==> src/rtl/jch_pkg.sv <==
// Package for the jump consistent hash unit: shared constants, the controller state type,
// the multiplier operand select and the command and status structs.
// Depends on nothing; every other file in rtl uses it.
`default_nettype none

package jch_pkg;

  localparam int BUCKET_BITS_DEFAULT = 24;
  localparam logic [63:0] LCG_MULT = 64'h27BB2EE687B0B0FD;
  localparam int KEY_SHIFT = 33;
  localparam int SCALE_SHIFT = 31;
  localparam int DIV_W = 64 - KEY_SHIFT + 1;

  typedef enum logic [2:0] {
    S_IDLE,
    S_MUL0,
    S_MUL1,
    S_MUL2,
    S_KEY,
    S_CMP,
    S_TEST,
    S_DIV
  } state_t;

  typedef enum logic [1:0] {
    MSEL_KLO_MLO,
    MSEL_KHI_MLO,
    MSEL_KLO_MHI,
    MSEL_CNT_DIV
  } mul_sel_t;

  typedef struct packed {
    logic     load_key;
    logic     mul_en;
    mul_sel_t mul_sel;
    logic     save_lo;
    logic     save_hi;
    logic     key_step;
    logic     div_load;
    logic     div_step;
    logic     emit_zero;
    logic     emit_answer;
  } cmd_t;

  typedef struct packed {
    logic count_zero;
    logic stop;
    logic div_last;
  } status_t;

endpackage

`default_nettype wire

==> src/rtl/jump_consistent_hash_unit.sv <==
// Top level of the jump consistent hash unit: joins controller and datapath.
// Depends on jch_pkg, jch_ctrl and jch_dp.
`default_nettype none

// Maps a 64-bit key to a bucket index below the configured bucket count.
// Input: a key transaction is accepted on a rising edge with start high and busy low.
// Output: each result is shown for exactly one cycle with done high, carrying
// bucket_index and no_buckets; the receiver cannot stall the block, so no result waits.
// Configuration: bucket_count is written on any edge with cfg_write high; the user
// must write it only while idle; the block does not enforce this. Counts above
// 2^BUCKET_BITS are treated as 2^BUCKET_BITS; a count of zero gives no_buckets high and
// index zero in the cycle after acceptance, with busy staying low. Otherwise each jump
// runs S_MUL0, S_MUL1 and S_MUL2 (three multiplies on the shared 32x32 multiplier for
// the congruential key step), S_KEY for the key add, S_CMP and S_TEST for the multiply
// and compare of the bucket test, then S_DIV, the one-bit-a-cycle restoring divider.
// The final jump ends after S_TEST with done; there are about ln(bucket count) jumps per key.
// One key is worked on at a time; the next can be accepted in the cycle done is high.
// Reset sets the bucket count to one, returns the controller to idle and drops done.

module jump_consistent_hash_unit #(
  parameter int BUCKET_BITS = jch_pkg::BUCKET_BITS_DEFAULT
) (
  input  wire logic                   clk,
  input  wire logic                   rst,
  input  wire logic                   start,
  output wire logic                   busy,
  input  wire logic [63:0]            key_value,
  input  wire logic                   cfg_write,
  input  wire logic [BUCKET_BITS:0]   bucket_count,
  output wire logic                   done,
  output wire logic [BUCKET_BITS-1:0] bucket_index,
  output wire logic                   no_buckets
);

  jch_pkg::cmd_t    cmd;
  jch_pkg::status_t status;

  jch_ctrl u_ctrl (
    .clk    (clk),
    .rst    (rst),
    .start  (start),
    .status (status),
    .cmd    (cmd),
    .busy   (busy),
    .done   (done)
  );

  jch_dp #(
    .BUCKET_BITS (BUCKET_BITS)
  ) u_dp (
    .clk          (clk),
    .rst          (rst),
    .key_value    (key_value),
    .cfg_write    (cfg_write),
    .bucket_count (bucket_count),
    .cmd          (cmd),
    .status       (status),
    .bucket_index (bucket_index),
    .no_buckets   (no_buckets)
  );

endmodule

`default_nettype wire

==> src/rtl/jch_ctrl.sv <==
// Controller state machine of the jump consistent hash unit.
// Sequences the shared multiplier, the bucket test and the divider; uses jch_pkg.
`default_nettype none

module jch_ctrl (
  input  wire logic            clk,
  input  wire logic            rst,
  input  wire logic            start,
  input  var  jch_pkg::status_t status,
  output var  jch_pkg::cmd_t    cmd,
  output wire logic            busy,
  output var  logic            done
);

  jch_pkg::state_t state;
  jch_pkg::state_t state_next;
  logic            done_next;

  always_ff @(posedge clk) begin
    if (rst) begin
      state <= jch_pkg::S_IDLE;
      done  <= 1'b0;
    end else begin
      state <= state_next;
      done  <= done_next;
    end
  end

  always_comb begin
    state_next = state;
    case (state)
      jch_pkg::S_IDLE: begin
        if (start && !status.count_zero) begin
          state_next = jch_pkg::S_MUL0;
        end
      end
      jch_pkg::S_MUL0: state_next = jch_pkg::S_MUL1;
      jch_pkg::S_MUL1: state_next = jch_pkg::S_MUL2;
      jch_pkg::S_MUL2: state_next = jch_pkg::S_KEY;
      jch_pkg::S_KEY:  state_next = jch_pkg::S_CMP;
      jch_pkg::S_CMP:  state_next = jch_pkg::S_TEST;
      jch_pkg::S_TEST: begin
        state_next = status.stop ? jch_pkg::S_IDLE : jch_pkg::S_DIV;
      end
      jch_pkg::S_DIV: begin
        if (status.div_last) begin
          state_next = jch_pkg::S_MUL0;
        end
      end
      default: state_next = jch_pkg::S_IDLE;
    endcase
  end

  always_comb begin
    cmd         = '0;
    cmd.mul_sel = jch_pkg::MSEL_KLO_MLO;
    case (state)
      jch_pkg::S_IDLE: begin
        if (start) begin
          cmd.emit_zero = status.count_zero;
          cmd.load_key  = !status.count_zero;
        end
      end
      jch_pkg::S_MUL0: begin
        cmd.mul_en  = 1'b1;
        cmd.mul_sel = jch_pkg::MSEL_KLO_MLO;
      end
      jch_pkg::S_MUL1: begin
        cmd.mul_en  = 1'b1;
        cmd.mul_sel = jch_pkg::MSEL_KHI_MLO;
        cmd.save_lo = 1'b1;
      end
      jch_pkg::S_MUL2: begin
        cmd.mul_en  = 1'b1;
        cmd.mul_sel = jch_pkg::MSEL_KLO_MHI;
        cmd.save_hi = 1'b1;
      end
      jch_pkg::S_KEY: begin
        cmd.key_step = 1'b1;
      end
      jch_pkg::S_CMP: begin
        cmd.mul_en  = 1'b1;
        cmd.mul_sel = jch_pkg::MSEL_CNT_DIV;
      end
      jch_pkg::S_TEST: begin
        cmd.emit_answer = status.stop;
        cmd.div_load    = !status.stop;
      end
      jch_pkg::S_DIV: begin
        cmd.div_step = 1'b1;
      end
      default: cmd = '0;
    endcase
  end

  assign done_next = cmd.emit_zero | cmd.emit_answer;
  assign busy      = (state != jch_pkg::S_IDLE);

  a_done_source: assert property (@(posedge clk) disable iff (rst)
    done |-> ($past(state) == jch_pkg::S_IDLE || $past(state) == jch_pkg::S_TEST))
    else $error("Result strobe raised outside the idle or test state.");

  a_div_return: assert property (@(posedge clk) disable iff (rst)
    (state == jch_pkg::S_DIV && status.div_last) |=> (state == jch_pkg::S_MUL0))
    else $error("Divider did not hand back to the key update.");

  a_start_work: assert property (@(posedge clk) disable iff (rst)
    (state == jch_pkg::S_IDLE && start && !status.count_zero) |=>
      (state == jch_pkg::S_MUL0 && !done))
    else $error("Accepted key did not start the iteration.");

  a_zero_result: assert property (@(posedge clk) disable iff (rst)
    (state == jch_pkg::S_IDLE && start && status.count_zero) |=>
      (state == jch_pkg::S_IDLE && done))
    else $error("Empty bucket set did not give an immediate result.");

endmodule

`default_nettype wire

==> src/rtl/jch_dp.sv <==
// Datapath of the jump consistent hash unit: key register, shared 32x32 multiplier,
// bucket test, restoring divider, count register and result registers; uses jch_pkg.
`default_nettype none

module jch_dp #(
  parameter int BUCKET_BITS = jch_pkg::BUCKET_BITS_DEFAULT
) (
  input  wire logic                   clk,
  input  wire logic                   rst,
  input  wire logic [63:0]            key_value,
  input  wire logic                   cfg_write,
  input  wire logic [BUCKET_BITS:0]   bucket_count,
  input  var  jch_pkg::cmd_t          cmd,
  output var  jch_pkg::status_t       status,
  output var  logic [BUCKET_BITS-1:0] bucket_index,
  output var  logic                   no_buckets
);

  localparam int NW = BUCKET_BITS + 1 + jch_pkg::SCALE_SHIFT;
  localparam int CW = $clog2(BUCKET_BITS + 1);
  localparam logic [BUCKET_BITS:0] LIMIT = {1'b1, {BUCKET_BITS{1'b0}}};

  logic [63:0]                key;
  logic [BUCKET_BITS-1:0]     answer;
  logic [63:0]                prod;
  logic [63:0]                lo_prod;
  logic [31:0]                hi_part;
  logic [jch_pkg::DIV_W-1:0]  rem;
  logic [BUCKET_BITS-1:0]     dividend;
  logic [CW-1:0]              div_cnt;
  logic [BUCKET_BITS:0]       count;

  logic [BUCKET_BITS:0]       count_eff;
  logic [jch_pkg::DIV_W-1:0]  divisor;
  logic [BUCKET_BITS:0]       aplus;
  logic [NW-1:0]              numer;
  logic [31:0]                op_a;
  logic [31:0]                op_b;
  logic [jch_pkg::DIV_W:0]    trial;
  logic                       ge;
  logic [jch_pkg::DIV_W-1:0]  rem_next;
  logic [BUCKET_BITS-1:0]     dividend_next;
  logic [31:0]                hi_sum;

  assign count_eff = (count > LIMIT) ? LIMIT : count;
  assign divisor   = jch_pkg::DIV_W'(key >> jch_pkg::KEY_SHIFT) + jch_pkg::DIV_W'(1);
  assign aplus     = {1'b0, answer} + (BUCKET_BITS + 1)'(1);
  assign numer     = {aplus, {jch_pkg::SCALE_SHIFT{1'b0}}};

  always_comb begin
    case (cmd.mul_sel)
      jch_pkg::MSEL_KLO_MLO: begin
        op_a = key[31:0];
        op_b = jch_pkg::LCG_MULT[31:0];
      end
      jch_pkg::MSEL_KHI_MLO: begin
        op_a = key[63:32];
        op_b = jch_pkg::LCG_MULT[31:0];
      end
      jch_pkg::MSEL_KLO_MHI: begin
        op_a = key[31:0];
        op_b = jch_pkg::LCG_MULT[63:32];
      end
      jch_pkg::MSEL_CNT_DIV: begin
        op_a = 32'(count_eff);
        op_b = 32'(divisor);
      end
      default: begin
        op_a = '0;
        op_b = '0;
      end
    endcase
  end

  assign trial         = {rem, dividend[BUCKET_BITS-1]};
  assign ge            = (trial >= {1'b0, divisor});
  assign rem_next      = ge ? jch_pkg::DIV_W'(trial - {1'b0, divisor})
                            : jch_pkg::DIV_W'(trial);
  assign dividend_next = (dividend << 1) | BUCKET_BITS'(ge);
  assign hi_sum        = hi_part + prod[31:0];

  assign status.count_zero = (count_eff == '0);
  assign status.stop       = (64'(numer) >= prod);
  assign status.div_last   = (div_cnt == CW'(BUCKET_BITS - 1));

  always_ff @(posedge clk) begin
    if (rst) begin
      count <= (BUCKET_BITS + 1)'(1);
    end else if (cfg_write) begin
      count <= bucket_count;
    end
  end

  always_ff @(posedge clk) begin
    if (cmd.load_key) begin
      key    <= key_value;
      answer <= '0;
    end else if (cmd.key_step) begin
      key <= lo_prod + {hi_sum, 32'd0} + 64'd1;
    end
    if (cmd.mul_en) begin
      prod <= op_a * op_b;
    end
    if (cmd.save_lo) begin
      lo_prod <= prod;
    end
    if (cmd.save_hi) begin
      hi_part <= prod[31:0];
    end
    if (cmd.div_load) begin
      rem      <= jch_pkg::DIV_W'(numer >> BUCKET_BITS);
      dividend <= numer[BUCKET_BITS-1:0];
      div_cnt  <= '0;
    end else if (cmd.div_step) begin
      rem      <= rem_next;
      dividend <= dividend_next;
      div_cnt  <= div_cnt + CW'(1);
      if (status.div_last) begin
        answer <= dividend_next;
      end
    end
  end

  always_ff @(posedge clk) begin
    if (rst) begin
      bucket_index <= '0;
      no_buckets   <= 1'b0;
    end else if (cmd.emit_zero) begin
      bucket_index <= '0;
      no_buckets   <= 1'b1;
    end else if (cmd.emit_answer) begin
      bucket_index <= answer;
      no_buckets   <= 1'b0;
    end
  end

  a_rem_bound: assert property (@(posedge clk) disable iff (rst)
    cmd.div_step |-> (rem < divisor))
    else $error("Partial remainder is not below the divisor.");

  a_empty_index: assert property (@(posedge clk) disable iff (rst)
    no_buckets |-> (bucket_index == '0))
    else $error("Empty bucket set reported with a non-zero index.");

  a_key_stable: assert property (@(posedge clk) disable iff (rst)
    $past(cmd.div_step) |-> $stable(key))
    else $error("Key changed during division.");

endmodule

`default_nettype wire
==> config.mk <==
export PLATFORM = sky130hd
export DESIGN_NAME = jump_consistent_hash_unit
export DESIGN_NICKNAME = d
export VERILOG_FILES = /design/src/rtl/jch_pkg.sv /design/src/rtl/jump_consistent_hash_unit.sv /design/src/rtl/jch_ctrl.sv /design/src/rtl/jch_dp.sv
export SDC_FILE = /design/constraint.sdc
export NUM_CORES = 2
export LEC_CHECK = 0
export BUFFER_PORTS_ARGS = -buffer_cell sky130_fd_sc_hd__buf_2
export CAP_MARGIN = 20
export CELL_PAD_IN_SITES_DETAIL_PLACEMENT = 1
export CELL_PAD_IN_SITES_GLOBAL_PLACEMENT = 1
export CORE_ASPECT_RATIO = 2
export CORE_MARGIN = 2
export CORE_UTILIZATION = 50
export DETAILED_ROUTE_END_ITERATION = 12
export GPL_TIMING_DRIVEN = 0
export PLACE_DENSITY = 0.88
export SLEW_MARGIN = 30
export SYNTH_ARGS = -nofsm -noshare
export SYNTH_HDL_FRONTEND = slang
export SYNTH_SLANG_ARGS = --single-unit
==> constraint.sdc <==
create_clock -name clk -period 17.62 [get_ports clk]
set_clock_uncertainty 0.15 [all_clocks]
set_input_delay 2.643 -clock clk [delete_from_list [all_inputs] [get_ports clk]]
set_output_delay 2.643 -clock clk [all_outputs]
set_load 0.05 [all_outputs]
==> implementation parameters <==
Parameter                              Value

CTS
  Hold Buf Count CTS ... 0
  Buffers from clock root to sink, at most ... 3
  Quantity of gates resized following cts ... 0
  Count of clock tree sinks ... ~360
  CTS tree ... built
  Latest clock arrival within the worst-skew pair ... about 0.60 ns
  Setup Fix Bufs, Post-CTS ... 0
  Clock transition at the registers of the reported paths ... around 0.070 ns
  Root buffer cell ... sky130_fd_sc_hd__clkbuf_16
  Number of H-tree levels ... 2
  Clock buffers created by TritonCTS ... 34

Yosys
  Most common flop cell mapped by yosys ... sky130_fd_sc_hd__edfxtp_1
  Cells taking the most area after synthesis ... sky130_fd_sc_hd__fa_1 34%, sky130_fd_sc_hd__edfxtp_1 14%, sky130_fd_sc_hd__ha_1 9.1%, sky130_fd_sc_hd__inv_1 7.4%, sky130_fd_sc_hd__nand2_1 5.1%
  Number of synthesized flops with an enable pin ... ~250
  Simple-gate share of the synthesized area ... between 10% and 20%
  Warnings from Yosys ... 0
  Netlist area before placement ... about 53000 um2
  Cells after synthesis ... roughly 5800
  Proportion of register bits with asynchronous set or reset after synthesis ... 0%
  Cell variety after synth ... between 90 and 100
  #FFs+latches synth ... 363
  Fraction of the mapped netlist area in compound gates ... 9.76%
  Combinational family with the most area after synthesis ... adder cells
  Share of cell area taken by muxes after synthesis ... under 10%
  Cell taking the most area after synthesis ... sky130_fd_sc_hd__fa_1
  Adder-cell share of the synthesized area ... 43.2%
  Share of synthesized area occupied by flip-flops and latches ... ~18%
  XOR/XNOR share of the synthesized area ... under 10%
  Share of the synthesized area in the top cell type ... between 30% and 40%
  Syn avg cell area ... ~9.1 um2

Die
  Number of cell rows ... around 170
  Height of the die ... between 400 and 500 um
  Initial Util ... between 50 and 60%
  I/O pin cnt ... between 100 and 150
  DIE AREA ... roughly 110000 um2
  X dimension of the die ... approximately 230 um
  Floorplan Core Area ... 105000 um2

Place
  Global placement routability congestion ... ~1.1
  DP HPWL ... roughly 220000 um
  Area of placed instances ... approximately 56000 um2
  PortBufs ... between 100 and 150
  Placed insts ... roughly 7300

Timing
  Number of pins with negative max-slew slack in the final report ... 0
  TNS Setup ... 0 ns
  Slew at the pin closest to its max-slew limit ... between 1 and 1.5 ns
  Setup-failing EPs final ... 0
  Top achievable clock speed ... 0.0737 GHz
  Period minus WS final ... between 10 and 15 ns
  Final Hold Vio Count ... 0
  Crit share post-route ... roughly 77%
  Rel. slew slack ... ~16%
  Final hold slack ... around 0.31 ns
  Unrepaired setup endpoints after global routing ... no

Setup path
  Max incr delay on CP ... between 0.9 and 1 ns
  Minimum setup slack among reg-to-reg paths ... approximately 4.1 ns
  Cell with the largest stage delay on the worst path ... sky130_fd_sc_hd__a2111oi_2
  Most Frequent Cell on Critical Path ... sky130_fd_sc_hd__fa_1
  RR Endpoint ... u_dp.prod[61]$_DFFE_PP_
  Nature of the critical path endpoint ... flip-flop
  Critical register-to-register path startpoint ... u_ctrl.state[0]$_SDFFE_PP0P_
  Cell class contributing the biggest share of worst-path delay ... adder cells
  Depth of the worst register-to-register path ... 32
  Crit Path Class ... flip-flop to flip-flop
  Worst path bufs/invs ... 9
  Critical Path Start Type ... flip-flop
  End of the critical path ... u_dp.prod[61]$_DFFE_PP_
  Peak fanout along the critical path ... 10
  Path length in cells of the critical path ... 32
  Required time of the worst setup path ... 17.78 ns
  Arrival time at the worst endpoint ... about 14 ns
  Timing startpoint of the critical path ... u_ctrl.state[0]$_SDFFE_PP0P_

Drt
  Number of detailed-routing iterations run before antenna repair ... 6
  Starting DRC count in detailed routing ... around 3700
  Final routed wire length divided by cell count ... 34.6 um
  Count of vias placed by the detailed router ... 46700
  Number of remaining DRC errors ... 0
  DRT Wirelength ... ~260000 um
  Vias per inst ... between 6 and 7
  Remaining antenna violation count ... 0

Global routing
  Pin count of the biggest net entering global routing ... 40
  Total global-route track usage ... approximately half
  First-pass GRT wire length ... approximately 370000 um
  Number of global-route vias before repair ... 52000
  Initial antenna violation count ... 26
  Global route overflow ... 0

Finish
  Layout area overhead ... 8.33%
  Fill cell total of the finished layout ... roughly 12000
  Total Nets Final ... around 7400
  Final design area excluding fillers ... 57200 um2
  Finished Layout Cells ... 7433
  Layout cells sized above 1 ... under 10%

Run status
  Run status ... finished, final reports clean

Worst hold path
  Hold Path Depth ... 0
  Class of the worst hold path ... flip-flop to flip-flop

Flow run
  Max-cap violation count ... 0
## stage by stage
stage                     setup slack, ns  util (%)
after floorplan                      8.15         -
after global placement               4.12      52.8
after detailed placement             4.80      53.5
after CTS                            4.72      54.6
after global routing                 3.75      54.6
final                                4.06      54.6
## worst min path at each step
stage | start | end | slack, ns
floorplan | u_dp.prod[32]$_DFFE_PP_ | u_dp.lo_prod[32]$_DFFE_PP_ | 0.28
global placement | u_dp.prod[58]$_DFFE_PP_ | u_dp.lo_prod[58]$_DFFE_PP_ | 0.29
detailed placement | u_dp.prod[59]$_DFFE_PP_ | u_dp.lo_prod[59]$_DFFE_PP_ | 0.30
CTS | u_dp.dividend[16]$_SDFFE_PP0P_ | u_dp.dividend[17]$_SDFFE_PP0P_ | 0.31
global route | u_dp.dividend[10]$_SDFFE_PP0P_ | u_dp.dividend[11]$_SDFFE_PP0P_ | 0.33
finish | u_dp.prod[55]$_DFFE_PP_ | u_dp.lo_prod[55]$_DFFE_PP_ | 0.31
## layout by cell type (no fill, tap or decap), drive strengths merged, types with 114 or more instances in the layout
cell    count
clkbuf    285
buf       174
a21oi     213
xor2      116
fa        898
ha        386
o21ai     203
inv      1055
dfxtp     114
xnor2     115
edfxtp    249
nor2      690
nand2     724
## flip-flops by register name, summed over array words and instances (netlist names)
| signal | count |
|---|---|
| u_dp.prod | 64 |
| u_ctrl.done | 1 |
| u_dp.div_cnt | 5 |
| u_dp.bucket_index | 24 |
| u_dp.hi_part | 32 |
| u_dp.lo_prod | 64 |
| u_dp.dividend | 24 |
| u_dp.no_buckets | 1 |
| u_dp.count | 25 |
| u_ctrl.state | 3 |
| u_dp.rem | 32 |
| u_dp.key | 64 |
| u_dp.answer | 24 |
## per-layer routing
layer	GRT usage (%)	vias to the layer above	part of all wire (%)
met5	0.0460	-	0.026
met4	55.3	10	15
met3	12.5	1557	7.6
met2	80.1	2792	48
met1	45.4	23600	29
li1	-	18700	-
## synthesized netlist by cell type (85+ instances only)
cell                       number
sky130_fd_sc_hd__clkbuf_1     240
sky130_fd_sc_hd__a21oi_1      210
sky130_fd_sc_hd__xnor2_1      115
sky130_fd_sc_hd__nand2_1      724
sky130_fd_sc_hd__dfxtp_1      114
sky130_fd_sc_hd__edfxtp_1     249
sky130_fd_sc_hd__nand3_1       85
sky130_fd_sc_hd__a21o_1        89
sky130_fd_sc_hd__xor2_1       116
sky130_fd_sc_hd__nor2_1       688
sky130_fd_sc_hd__fa_1         898
sky130_fd_sc_hd__o21ai_0      184
sky130_fd_sc_hd__ha_1         386
sky130_fd_sc_hd__inv_1       1047
## cell type report
cell class / count / area, um2 / area share (%)
Multi-Input combinational cell: 4160 / 38500 / 67.3
Sequential cell: 363 / 9760 / 17.1
Inverter: 1049 / 3940 / 6.88
Tap cell: 1360 / 1700 / 2.97
Buffer: 274 / 1150 / 2.01
Timing Repair Buffer: 142 / 965 / 1.69
Clock buffer: 43 / 947 / 1.66
Clock inverter: 18 / 169 / 0.295
Antenna cell: 24 / 60.1 / 0.105
## logic make-up after synthesis
kind of cell,after synthesis
XOR/XNOR,232
flip-flops,363
multiplexers,64
adder cells (fa/ha/maj),1284
other,2
buffers and inverters,1323
AO/OA/AOI/OAI,777
AND/OR/NAND/NOR,1754
Power is not shown: default switching activity piles up to over one toggle a cycle in this logic, so the estimate is an artifact.
